<file path="src/dq_pkg.sv">
// ----------------------------------------------------------------------------
// dq_pkg
// Action, status and payload definitions shared by the double-ended queue.
// ----------------------------------------------------------------------------
package dq_pkg;

  localparam int VALUE_W  = 32;
  localparam int ACTION_W = 3;
  localparam int STATUS_W = 2;

  typedef logic [VALUE_W-1:0]  value_t;
  typedef logic [ACTION_W-1:0] action_t;
  typedef logic [STATUS_W-1:0] status_t;

  // Request actions.
  localparam action_t ACT_PUSH_BACK  = 3'd0;
  localparam action_t ACT_PUSH_FRONT = 3'd1;
  localparam action_t ACT_POP_BACK   = 3'd2;
  localparam action_t ACT_POP_FRONT  = 3'd3;
  localparam action_t ACT_DUMP_FWD   = 3'd4;
  localparam action_t ACT_DUMP_BWD   = 3'd5;

  // Result status codes.
  localparam status_t STAT_OK    = 2'd0;
  localparam status_t STAT_FULL  = 2'd1;
  localparam status_t STAT_EMPTY = 2'd2;

endpackage

</file>
<file path="src/double_ended_queue_core.sv">
// ----------------------------------------------------------------------------
// double_ended_queue_core
// Bounded double-ended queue of signed 32-bit values kept in a ring memory.
// ----------------------------------------------------------------------------
//  Channel   Direction  Signals                      Content
//  s_*       in         tvalid tready tdata tuser    one request: action, value
//  m_*       out        tvalid tready tdata tuser    one result: value, fill,
//                       tlast                        status, last mark
//
// A push, a full push, and an empty pop or dump load their result in the
// request cycle; an unused action is dropped there. A pop waits for the
// registered ring read. A dump of N values makes one memory read per value.
// Reset (rst, synchronous) empties the queue; the memory is not cleared.
// A stalled result register holds the block in place until it is taken.
// ----------------------------------------------------------------------------
module double_ended_queue_core #(
  parameter int DEPTH = 16
) (
  input  logic                 clk,
  input  logic                 rst,
  // Request channel.
  input  logic                 s_tvalid,
  output logic                 s_tready,
  input  logic [31:0]          s_tdata,   // [31:0] value_in
  input  logic [2:0]           s_tuser,   // [2:0] action
  // Result channel.
  output logic                 m_tvalid,
  input  logic                 m_tready,
  output logic [((32 + $clog2(DEPTH + 1) + 7) / 8) * 8 - 1:0]
                               m_tdata,   // [31:0] value_out, then fill_count
  output logic [1:0]           m_tuser,   // [1:0] status
  output logic                 m_tlast    // last
);

  localparam int IW      = $clog2(DEPTH);
  localparam int CW      = $clog2(DEPTH + 1);
  localparam int TDATA_W = ((32 + CW + 7) / 8) * 8;
  localparam int PAD_W   = TDATA_W - dq_pkg::VALUE_W - CW;

  localparam logic [IW:0]   DEPTH_S   = (IW + 1)'(DEPTH);
  localparam logic [IW-1:0] LAST_SLOT = IW'(DEPTH - 1);
  localparam logic [CW-1:0] FULL_CNT  = CW'(DEPTH);

  localparam logic [1:0] ST_IDLE = 2'd0;
  localparam logic [1:0] ST_POP  = 2'd1;
  localparam logic [1:0] ST_DUMP = 2'd2;

  // Ring slot arithmetic with wrap at DEPTH.
  function automatic logic [IW-1:0] slot_add(input logic [IW-1:0] a,
                                             input logic [IW-1:0] b);
    logic [IW:0] s;
    s = {1'b0, a} + {1'b0, b};
    if (s >= DEPTH_S) begin
      s = s - DEPTH_S;
    end
    return s[IW-1:0];
  endfunction

  function automatic logic [IW-1:0] slot_inc(input logic [IW-1:0] a);
    return (a == LAST_SLOT) ? '0 : a + 1'b1;
  endfunction

  function automatic logic [IW-1:0] slot_dec(input logic [IW-1:0] a);
    return (a == '0) ? LAST_SLOT : a - 1'b1;
  endfunction

  // Control registers.
  logic [1:0]    state, state_next;
  logic [IW-1:0] front_index, front_next;
  logic [CW-1:0] count, count_next;
  logic [IW-1:0] dump_slot, dump_slot_next;
  logic [CW-1:0] dump_left, dump_left_next;
  logic          dump_fwd, dump_fwd_next;

  // Result register.
  dq_pkg::value_t  out_value;
  dq_pkg::status_t out_status;
  logic [CW-1:0]   out_fill;
  logic            out_last;

  // Memory port signals.
  logic           mem_we;
  logic [IW-1:0]  mem_waddr;
  dq_pkg::value_t mem_wdata;
  logic           mem_re;
  logic [IW-1:0]  mem_raddr;
  dq_pkg::value_t mem_rdata;

  // Result load.
  logic            load;
  dq_pkg::value_t  load_value;
  dq_pkg::status_t load_status;
  logic [CW-1:0]   load_fill;
  logic            load_last;

  logic out_free;
  logic accept;
  logic empty;
  logic full;
  logic [IW-1:0] back_slot;
  logic [IW-1:0] dump_step;

  assign out_free  = !m_tvalid || m_tready;
  assign s_tready  = (state == ST_IDLE) && out_free;
  assign accept    = s_tvalid && s_tready;
  assign empty     = (count == '0);
  assign full      = (count == FULL_CNT);
  assign back_slot = slot_add(front_index, IW'(count - 1'b1));
  assign dump_step = dump_fwd ? slot_inc(dump_slot) : slot_dec(dump_slot);

  dq_ring #(
    .DEPTH (DEPTH),
    .IW    (IW)
  ) u_ring (
    .clk   (clk),
    .we    (mem_we),
    .waddr (mem_waddr),
    .wdata (mem_wdata),
    .re    (mem_re),
    .raddr (mem_raddr),
    .rdata (mem_rdata)
  );

  // Request decode, pointer update and dump sequencing.
  always_comb begin
    state_next     = state;
    front_next     = front_index;
    count_next     = count;
    dump_slot_next = dump_slot;
    dump_left_next = dump_left;
    dump_fwd_next  = dump_fwd;
    mem_we         = 1'b0;
    mem_waddr      = slot_add(front_index, IW'(count));
    mem_wdata      = s_tdata;
    mem_re         = 1'b0;
    mem_raddr      = front_index;
    load           = 1'b0;
    load_value     = '0;
    load_status    = dq_pkg::STAT_OK;
    load_fill      = count;
    load_last      = 1'b1;

    unique case (state)
      ST_IDLE: begin
        if (accept) begin
          unique case (s_tuser) inside
            dq_pkg::ACT_PUSH_BACK, dq_pkg::ACT_PUSH_FRONT: begin
              load = 1'b1;
              if (full) begin
                load_status = dq_pkg::STAT_FULL;
              end else begin
                mem_we     = 1'b1;
                count_next = count + 1'b1;
                load_fill  = count + 1'b1;
                if (s_tuser == dq_pkg::ACT_PUSH_FRONT) begin
                  front_next = slot_dec(front_index);
                  mem_waddr  = slot_dec(front_index);
                end
              end
            end
            dq_pkg::ACT_POP_BACK, dq_pkg::ACT_POP_FRONT: begin
              if (empty) begin
                load        = 1'b1;
                load_status = dq_pkg::STAT_EMPTY;
              end else begin
                mem_re     = 1'b1;
                count_next = count - 1'b1;
                state_next = ST_POP;
                if (s_tuser == dq_pkg::ACT_POP_FRONT) begin
                  front_next = slot_inc(front_index);
                end else begin
                  mem_raddr = back_slot;
                end
              end
            end
            dq_pkg::ACT_DUMP_FWD, dq_pkg::ACT_DUMP_BWD: begin
              if (empty) begin
                load        = 1'b1;
                load_status = dq_pkg::STAT_EMPTY;
              end else begin
                mem_re         = 1'b1;
                dump_left_next = count;
                dump_fwd_next  = (s_tuser == dq_pkg::ACT_DUMP_FWD);
                state_next     = ST_DUMP;
                if (s_tuser == dq_pkg::ACT_DUMP_FWD) begin
                  dump_slot_next = front_index;
                end else begin
                  mem_raddr      = back_slot;
                  dump_slot_next = back_slot;
                end
              end
            end
            default: begin
              // Unused actions are taken and dropped.
            end
          endcase
        end
      end
      ST_POP: begin
        if (out_free) begin
          load       = 1'b1;
          load_value = mem_rdata;
          state_next = ST_IDLE;
        end
      end
      ST_DUMP: begin
        if (out_free) begin
          load       = 1'b1;
          load_value = mem_rdata;
          load_last  = (dump_left == CW'(1));
          if (dump_left == CW'(1)) begin
            state_next = ST_IDLE;
          end else begin
            mem_re         = 1'b1;
            mem_raddr      = dump_step;
            dump_slot_next = dump_step;
            dump_left_next = dump_left - 1'b1;
          end
        end
      end
      default: begin
        state_next = ST_IDLE;
      end
    endcase
  end

  // Control state.
  always_ff @(posedge clk) begin
    if (rst) begin
      state       <= ST_IDLE;
      front_index <= '0;
      count       <= '0;
      dump_slot   <= '0;
      dump_left   <= '0;
      dump_fwd    <= 1'b0;
      m_tvalid    <= 1'b0;
    end else begin
      state       <= state_next;
      front_index <= front_next;
      count       <= count_next;
      dump_slot   <= dump_slot_next;
      dump_left   <= dump_left_next;
      dump_fwd    <= dump_fwd_next;
      if (load) begin
        m_tvalid <= 1'b1;
      end else if (m_tready) begin
        m_tvalid <= 1'b0;
      end
    end
  end

  // Result payload.
  always_ff @(posedge clk) begin
    if (load) begin
      out_value  <= load_value;
      out_status <= load_status;
      out_fill   <= load_fill;
      out_last   <= load_last;
    end
  end

  assign m_tdata = {{PAD_W{1'b0}}, out_fill, out_value};
  assign m_tuser = out_status;
  assign m_tlast = out_last;

endmodule

</file>
<file path="src/dq_ring.sv">
// ----------------------------------------------------------------------------
// dq_ring
// Entry storage of the queue: one write port and one read port with a
// registered read, so read data appears in the cycle after the read request.
// ----------------------------------------------------------------------------
module dq_ring #(
  parameter int DEPTH = 16,
  parameter int IW    = 4
) (
  input  logic            clk,
  input  logic            we,
  input  logic [IW-1:0]   waddr,
  input  dq_pkg::value_t  wdata,
  input  logic            re,
  input  logic [IW-1:0]   raddr,
  output dq_pkg::value_t  rdata
);

  dq_pkg::value_t mem [DEPTH];

  // Write port.
  always_ff @(posedge clk) begin
    if (we) begin
      mem[waddr] <= wdata;
    end
  end

  // Read port; the data register holds until the next read.
  always_ff @(posedge clk) begin
    if (re) begin
      rdata <= mem[raddr];
    end
  end

endmodule

</file>
<file path="config.mk">
export PLATFORM = sky130hd
export DESIGN_NAME = double_ended_queue_core
export DESIGN_NICKNAME = d
export VERILOG_FILES = /design/src/dq_pkg.sv /design/src/double_ended_queue_core.sv /design/src/dq_ring.sv
export SDC_FILE = /design/constraint.sdc
export NUM_CORES = 1
export LEC_CHECK = 0
export ABC_AREA = 1
export BUFFER_PORTS_ARGS = -buffer_cell sky130_fd_sc_hd__buf_2
export CAP_MARGIN = 20
export CORE_UTILIZATION = 25
export DETAILED_ROUTE_END_ITERATION = 16
export PLACE_DENSITY_LB_ADDON = 0.1
export SYNTH_ARGS = -nofsm -noshare
export SYNTH_HDL_FRONTEND = slang
export SYNTH_SLANG_ARGS = --single-unit
</file>
<file path="constraint.sdc">
create_clock -name clk -period 5.55 [get_ports clk]
set_input_delay 0.2775 -clock clk [delete_from_list [all_inputs] [get_ports clk]]
set_output_delay 0.2775 -clock clk [all_outputs]
set_load 0.1 [all_outputs]
</file>
=== Word-level counts from Yosys, hierarchy flattened ===
Memory sizes are Yosys's and may differ from the RTL's. A register that Yosys moved wholly into a read port is not among the register bits.
Index checks and enable logic that the tools add are counted.

* Bits in latches: 0
* Bits in registers: 62
* Logic and storage cells: 150
* RAM bits: 512
* ROM bits: 0
* Memories: 1

* Shift-type cells: 0
* Divide/modulo/power cells: 0
* Bitwise logic cells: 1
* $mul: 0
* Muxes and demuxes: 74
* Order comparisons: 2
* Add/sub/neg operators: 11
* Reductions and logical operators: 25
* Eq/ne operators: 25

{| class="wikitable"
|+ Memories
! memory !! depth !! width !! rd ports !! clocked after memory_dff !! write ports !! line !! RTL
|-
| u_ring.mem || 16 || 32 || 1 || 1 || 1 || dq_ring.sv:19 || <nowiki>dq_pkg::value_t mem [DEPTH];</nowiki>
|}

{| class="wikitable"
|+ Operators by type and width
! kind !! count
|-
| $mux W4 || 28
|-
| $mux W5 || 10
|-
| $pmux W4 S2 || 4
|-
| $ne A2 B2 Y1 const B || 10
|-
| $pmux W5 S2 || 2
|-
| $mux W1 || 17
|-
| $sub A4 B1 Y4 const B || 4
|-
| $mux W2 || 7
|-
| $reduce_and A7 Y1 || 2
|-
| $add A4 B4 Y5 || 2
|-
| $ge A5 B5 Y1 const B || 2
|-
| $sub A5 B1 Y5 const B || 2
|-
| $add A4 B1 Y4 const B || 2
|-
| $eq A4 B4 Y1 const B || 2
|-
| $logic_not A4 Y1 || 2
|-
| $pmux W2 S2 || 2
|-
| $reduce_and A4 Y1 || 2
|-
| $reduce_or A2 Y1 || 4
|-
| $eq A3 B2 Y1 const B || 2
|-
| $eq A3 B3 Y1 const B || 2
|-
| $ne A3 B3 Y1 const B || 2
|-
| $pmux W1 S2 || 3
|-
| $pmux W2 S3 || 1
|-
| $reduce_and A2 Y1 || 3
|-
| 18 further kinds || 21
|}

=== Longest topological paths before layout ===
* Word-level depth: 9
* Depth in mapped cells: 19
* Gate-level depth less buffers: 17

=== Cells and area by module ===
From an unflattened synthesis, not the netlist that was laid out.

* Cell total of the unflattened synthesis: 2616
* Area total of the unflattened synthesis: 26910.8 sq um

{| class="wikitable"
|+ By module, submodules not included
! module !! cells each !! area an instance (sq um) !! times used !! sequential area each (sq um)
|-
| dq_ring || 2120 || 23050.9 || 1 || 16335.7
|-
| double_ended_queue_core || 496 || 3860.0 || 1 || 1641.6
|}

=== Least setup slack after synthesis ===
OpenSTA, ideal clock, no wires.

* Path type: reg2reg
* Start: register m_tvalid
* End: register out_last (netlist: m_tlast), enable pin
* Arrival time: 3.795 ns
* Cell stages (with the launch flop): 8
* Setup time: 0.463 ns
* Path slack: 1.291 ns
* Period minus slack after synthesis: 4.259 ns
* Path through: dfxtp_1 nand2_2 nand2_2 nor2_4 nand2_1 nor2_4 inv_1 a31oi_1

* Word-level cells in the longest chain between the ends: 6

{| class="wikitable"
|+ RTL lines
! item !! line !! RTL
|-
| start: declaration || double_ended_queue_core.sv:27 || <nowiki>output logic m_tvalid,</nowiki>
|-
| start signal: assignment || double_ended_queue_core.sv:236 || <nowiki>m_tvalid <= 1'b0;</nowiki>
|-
| start signal: assignment || double_ended_queue_core.sv:245 || <nowiki>m_tvalid <= 1'b1;</nowiki>
|-
| start signal: assignment || double_ended_queue_core.sv:247 || <nowiki>m_tvalid <= 1'b0;</nowiki>
|-
| $logic_not A1 Y1 (*) || double_ended_queue_core.sv:103 || <nowiki>assign out_free = !m_tvalid || m_tready;</nowiki>
|-
| $logic_or A1 B1 Y1 (*) || double_ended_queue_core.sv:103 ||
|-
| $logic_and A1 B1 Y1 || double_ended_queue_core.sv:104 || <nowiki>assign s_tready = (state == ST_IDLE) && out_free;</nowiki>
|-
| $logic_and A1 B1 Y1 || double_ended_queue_core.sv:105 || <nowiki>assign accept = s_tvalid && s_tready;</nowiki>
|-
| $mux W1 || double_ended_queue_core.sv:145 || <nowiki>if (accept) begin</nowiki>
|-
| $pmux W1 S2 (*) || double_ended_queue_core.sv:143 || <nowiki>unique case (state)</nowiki>
|-
| named net load || double_ended_queue_core.sv:90 || <nowiki>logic load;</nowiki>
|-
| end signal: assignment || double_ended_queue_core.sv:258 || <nowiki>out_last <= load_last;</nowiki>
|-
| end: declaration || double_ended_queue_core.sv:79 || <nowiki>logic out_last;</nowiki>
|}

The timed path passes the listed nets; every way through them passes the cells marked *.
A chain may end at the register's enable or synchronous reset.

=== Worst setup path after layout ===
* Start: register state[0]
* End: memory u_ring.mem[13][27] (netlist name), enable pin

* Word-level cells in the longest chain between the ends: 7

{| class="wikitable"
|+ RTL lines
! item !! line !! RTL
|-
| start: declaration || double_ended_queue_core.sv:68 || <nowiki>logic [1:0] state, state_next;</nowiki>
|-
| start signal: assignment || double_ended_queue_core.sv:238 || <nowiki>state <= state_next;</nowiki>
|-
| $logic_not A2 Y1 (*) || double_ended_queue_core.sv:104, double_ended_queue_core.sv:143 ||
|-
| $logic_and A1 B1 Y1 || double_ended_queue_core.sv:104 ||
|-
| $logic_and A1 B1 Y1 || double_ended_queue_core.sv:105 ||
|-
| $mux W1 || double_ended_queue_core.sv:145 ||
|-
| $mux W1 || double_ended_queue_core.sv:143 ||
|-
| $mux W1 || dq_ring.sv:23 || <nowiki>if (we) begin</nowiki>
|-
| $mux W1 (implied by the code) || dq_ring.sv:24 || <nowiki>mem[waddr] <= wdata;</nowiki>
|-
| end: declaration || dq_ring.sv:19 ||
|}

Mark *: on every way between the ends. The rest lies on a longest branch, timed or not.

==> out/results.txt <==
For this run, design rule violations remaining after detail routing come to 0. Clock skew after layout: 0.02547 ns. The arrival time at the worst endpoint is 4.43 ns.

Measured along the x axis, the die boundary spans 322.5 um. The wire length per cell after detailed routing works out to 21.62 um. For the max-slew violation count, the log shows 0.

The clock passes through at most 3 buffers. Summed over all nets, the half-perimeter wirelength after detailed placement is 42.98 mm. After clock tree synthesis, the clock-pin slew on the worst setup and hold paths is 0.06 ns. The portion of the clock cycle consumed by the worst path in the final layout is 0.7439, and the number of synthesis warnings is 0. For this run, the detailed router's first-pass iteration total came to 5.

The total detailed-routing wirelength was 80.08 mm. Cell type with the highest occurrence count on the critical path: sky130_fd_sc_hd__nor2_4. The design draws 16.06 mW. The run gives 17040 as the routed via count.

In this run the number of H-tree levels came out at 3. The region available for standard cell placement spans 101700 sq um. The floorplan step defined a die boundary enclosing 104000 sq um. For flop-to-flop paths, the worst setup slack is 1.42 ns. Entering global routing, the biggest net connects 192 pins. For the final routed database, the setup TNS stands at 0 ns.

Setup repair after global routing left no endpoint under its margin. Clock latency on the worst-skew pair, taken at its later pin, is 0.63 ns. The area used by sequential logic in the layout was 17980 sq um. The run gives 0 as the antenna violation net count after detailed routing. The tools report the final count of hold timing violations as 0. After synthesis, the netlist uses 42 different library cells. The die span in y came out at 322.5 um.

Power spread over the standard cell area amounts to 535.4 nW/um^2. STA classifies the critical path endpoint as a flip-flop. The number of placed instances, taps included, is 3572. The post-route minimum period is 4.129 ns, and the initial antenna violation count is 2. The nature of the critical path startpoint was a flip-flop. Using the TritonRoute via totals, the vias-per-cell ratio works out to 4.600. CTS placed an instance of sky130_fd_sc_hd__clkbuf_16 at the clock tree root. The share of cells above drive strength 1 was 0.1118; the final setup violation count was 0.

The finished layout holds 3704 standard cells, fillers aside. For the initial cell density of the core, the log shows 0.2524. The worst stage delay on the critical path was 0.92 ns.

The detailed router finished its first iteration with 1408 violations. The worst register-to-register path has a depth of 15. In this run the critical register-to-register path is launched from state[0]. The tools report the endpoint of the worst register-to-register path as u_ring.mem[13][27]. TritonCTS built the clock tree. The analysis attributes to cell leakage a power of 10.74 nW. The floorplan has 117 rows. The normalized max-slew margin is 0.2617, and the slew at the pin with the worst max-slew slack is 1.107 ns. For this run, the post-layout net count is 2341. The average instance in the mapped netlist occupies 11.51 sq um. The run finished with clean final reports.

The path class of the tightest hold or removal check is primary input to flip-flop. Walking the worst path, the cells encountered are inv_1 -> ha_1 -> nand2_2 -> nor2_4 -> nand2_1 -> nor2_4 -> inv_1 -> nor2_4 -> nand2_1 -> nand2_1 -> o21ai_0 -> inv_1 -> nand3_1 -> nor2_4 -> buf_4. The tools report the destination of the worst hold path as u_ring.mem[8][24]. Relative to the synthesized area, the layout overhead comes to 16.85%.

The run gives 242.2 MHz as the upper clock frequency limit. Number of top-level pins: 84. Port buffering added 80 buffers. The global route total overflow was 0. The data required time at the worst endpoint came out at 5.85 ns. The slowest stage of the critical path is the sky130_fd_sc_hd__nor2_4 cell.

The cell area after technology mapping was 25680 sq um; the peak supply drop was 0.0005656 V. The number of clock buffers inserted by TritonCTS was 73; the top fanout value on the critical path was 15. The synthesized design contains 606 register bits. The tool flagged a number of max-cap violations equal to 0. The logs give 17160 for the via count of the first global-routing pass and 0.1548 for the total global routing track utilization. The worst hold path begins at s_tdata[24]. After technology mapping, the gate count stands at 2230.

The multi-input combinational cells in the finished layout cover a total of 6780 sq um. The number of clock sinks seen by CTS was 606. The worst hold path stage count was 1; the proportion of synthesized chip area in sequential cells was 0.7001. The worst setup path is of the flip-flop to flip-flop kind. The logs give 118.4 mm for the global-route wire length before repair and 0.7839 for the placer congestion estimate.

The layout has 10380 filler cells.
-- worst max-delay path by stage --
stage	start	end	slack, ns	cells after the start
2_1_floorplan	m_tvalid	m_tlast	1.29	7
3_3_place_gp	state[0]	u_ring.mem[14][3]	1.40	13
3_5_place_dp	state[0]	u_ring.mem[14][3]	1.36	13
4_1_cts	state[0]	u_ring.mem[14][17]	1.34	13
5_1_grt	state[0]	u_ring.mem[14][17]	1.08	15
6_report	state[0]	u_ring.mem[13][27]	1.42	15
-- synthesized netlist by cell type --
cell type	number	area (sq um)
sky130_fd_sc_hd__nand2_1	489	1836
sky130_fd_sc_hd__xnor2_1	6	52.55
sky130_fd_sc_hd__conb_1	1	3.750
sky130_fd_sc_hd__clkinv_1	1	3.750
sky130_fd_sc_hd__a221oi_1	1	8.760
sky130_fd_sc_hd__inv_2	5	18.77
sky130_fd_sc_hd__buf_4	20	150.1
sky130_fd_sc_hd__nor2_4	4	45.04
sky130_fd_sc_hd__a22oi_1	1	7.510
sky130_fd_sc_hd__xor2_1	11	96.34
sky130_fd_sc_hd__a31oi_1	6	37.54
sky130_fd_sc_hd__nand4_1	1	6.260
sky130_fd_sc_hd__inv_1	87	326.6
sky130_fd_sc_hd__a311oi_1	1	8.760
sky130_fd_sc_hd__o21a_1	1	7.510
sky130_fd_sc_hd__nor2_1	74	277.8
sky130_fd_sc_hd__ha_1	20	250.2
sky130_fd_sc_hd__xnor2_2	1	16.27
sky130_fd_sc_hd__a21oi_1	21	105.1
sky130_fd_sc_hd__o21ai_0	37	185.2
sky130_fd_sc_hd__o21ai_2	2	17.52
sky130_fd_sc_hd__o211ai_1	3	22.52
sky130_fd_sc_hd__dfxtp_1	22	440.4
sky130_fd_sc_hd__buf_2	99	495.5
sky130_fd_sc_hd__mux2i_1	1	10.01
sky130_fd_sc_hd__nor2_2	4	25.02
sky130_fd_sc_hd__nor3_1	6	30.03
sky130_fd_sc_hd__clkinv_2	1	5.000
sky130_fd_sc_hd__edfxtp_1	584	17540
sky130_fd_sc_hd__buf_6	3	33.78
sky130_fd_sc_hd__nand2_2	5	31.28
sky130_fd_sc_hd__buf_1	5	18.77
sky130_fd_sc_hd__or2_0	2	12.51
sky130_fd_sc_hd__o21ai_1	1	5.000
sky130_fd_sc_hd__clkbuf_1	20	75.07
sky130_fd_sc_hd__fa_1	2	40.04
sky130_fd_sc_hd__o21bai_1	1	7.510
sky130_fd_sc_hd__nand3_1	674	3373
sky130_fd_sc_hd__a211oi_1	4	30.03
sky130_fd_sc_hd__a21o_1	1	7.510
sky130_fd_sc_hd__nand3_2	1	10.01
sky130_fd_sc_hd__o22ai_1	1	6.260
-- layer usage --
metal / GRT usage / vias to the layer above / share of wire
met5: 0 / - / 0
met3: 0.02041 / 102 / 0.037
met2: 0.2519 / 315 / 0.47
met4: 0.04519 / 0 / 0.024
met1: 0.2141 / 8596 / 0.47
li1: - / 8026 / -
-- worst max-delay path, delay by kind of cell, from the launching register on --
family          cells  cell delay, ns
simple gates        9            2.30
buf+inv             4            0.77
flops               1            0.33
fa+ha+maj           1            0.28
compound gates      1            0.13
-- per-stage QoR --
stage	area (sq um)	setup slack (ns)	hold slack [ns]	util
floorplan	25680	1.291	0.3764	-
global placement	27660	1.402	0.4890	0.2719
detailed placement	27720	1.360	0.4945	0.2724
CTS	30000	1.343	0.0008710	0.2949
global route	30000	1.083	0.02180	0.2949
finish	30010	1.421	0.03429	0.2949
-- state kept, by name (all words and copies together), names as in the netlist --
signal and cells:
u_ring.mem 512, out_value 32, u_ring.rdata 32, count 5
dump_left 5, out_fill 5, dump_slot 4, front_index 4
m_tuser 2, state 2, dump_fwd 1, m_tlast 1
m_tvalid 1
-- cell type report --
cell class,instances,area share
inverter,94,0.01188
tap,1368,0.05705
multi-input combinational,1385,0.2260
antenna,2,0.0001668
clock inverter,29,0.009299
sequential,606,0.5991
clock buffer,100,0.06639
timing repair buffer,120,0.03011
-- where the power goes --
| group | internal (mW) | switching [mW] | leakage (nW) |
|---|---|---|---|
| sequential | 5.53 | 0.139 | 5.47 |
| clock | 2.71 | 1.94 | 1.11 |
| combinational | 1.37 | 4.38 | 4.16 |
| total | 9.61 | 6.46 | 10.7 |
-- timing repair --
action,CTS,global route
resized for setup,0,0
hold buffers,1,0
hold endpoints to repair,1,0
setup buffers,0,0
-- kinds of logic (layout without fill, tap and decap cells) --
family | Yosys count | after routing | share of synthesized area
simple gates | 1260 | 1260 | 0.2199
flops | 606 | 606 | 0.7001
buf+inv | 241 | 343 | 0.04390
compound gates | 81 | 81 | 0.01779
fa+ha+maj | 22 | 22 | 0.01131
xor+xnor | 18 | 18 | 0.006432
other cells | 1 | 5 | 0.0001460
mux | 1 | 1 | 0.0003898
-- cells in the final DEF, fill, tap and decap left out, types with 4 or more instances in the layout --
cell / count
sky130_fd_sc_hd__clkbuf_1: 24
sky130_fd_sc_hd__nor2_1: 58
sky130_fd_sc_hd__clkbuf_16: 76
sky130_fd_sc_hd__nor3_1: 6
sky130_fd_sc_hd__nand3_1: 673
sky130_fd_sc_hd__clkinv_2: 13
sky130_fd_sc_hd__inv_1: 87
sky130_fd_sc_hd__dfxtp_1: 22
sky130_fd_sc_hd__a21oi_1: 20
sky130_fd_sc_hd__nor2_4: 21
sky130_fd_sc_hd__o21ai_0: 37
sky130_fd_sc_hd__nand2_2: 6
sky130_fd_sc_hd__edfxtp_1: 584
sky130_fd_sc_hd__inv_2: 4
sky130_fd_sc_hd__ha_1: 20
sky130_fd_sc_hd__clkinv_1: 10
sky130_fd_sc_hd__buf_4: 23
sky130_fd_sc_hd__bufinv_16: 4
sky130_fd_sc_hd__xnor2_1: 6
sky130_fd_sc_hd__a211oi_1: 4
sky130_fd_sc_hd__a31oi_1: 5
sky130_fd_sc_hd__xor2_1: 11
sky130_fd_sc_hd__nand2_1: 486
sky130_fd_sc_hd__buf_12: 16
sky130_fd_sc_hd__buf_2: 80
(Power assumes the default switching activity.)
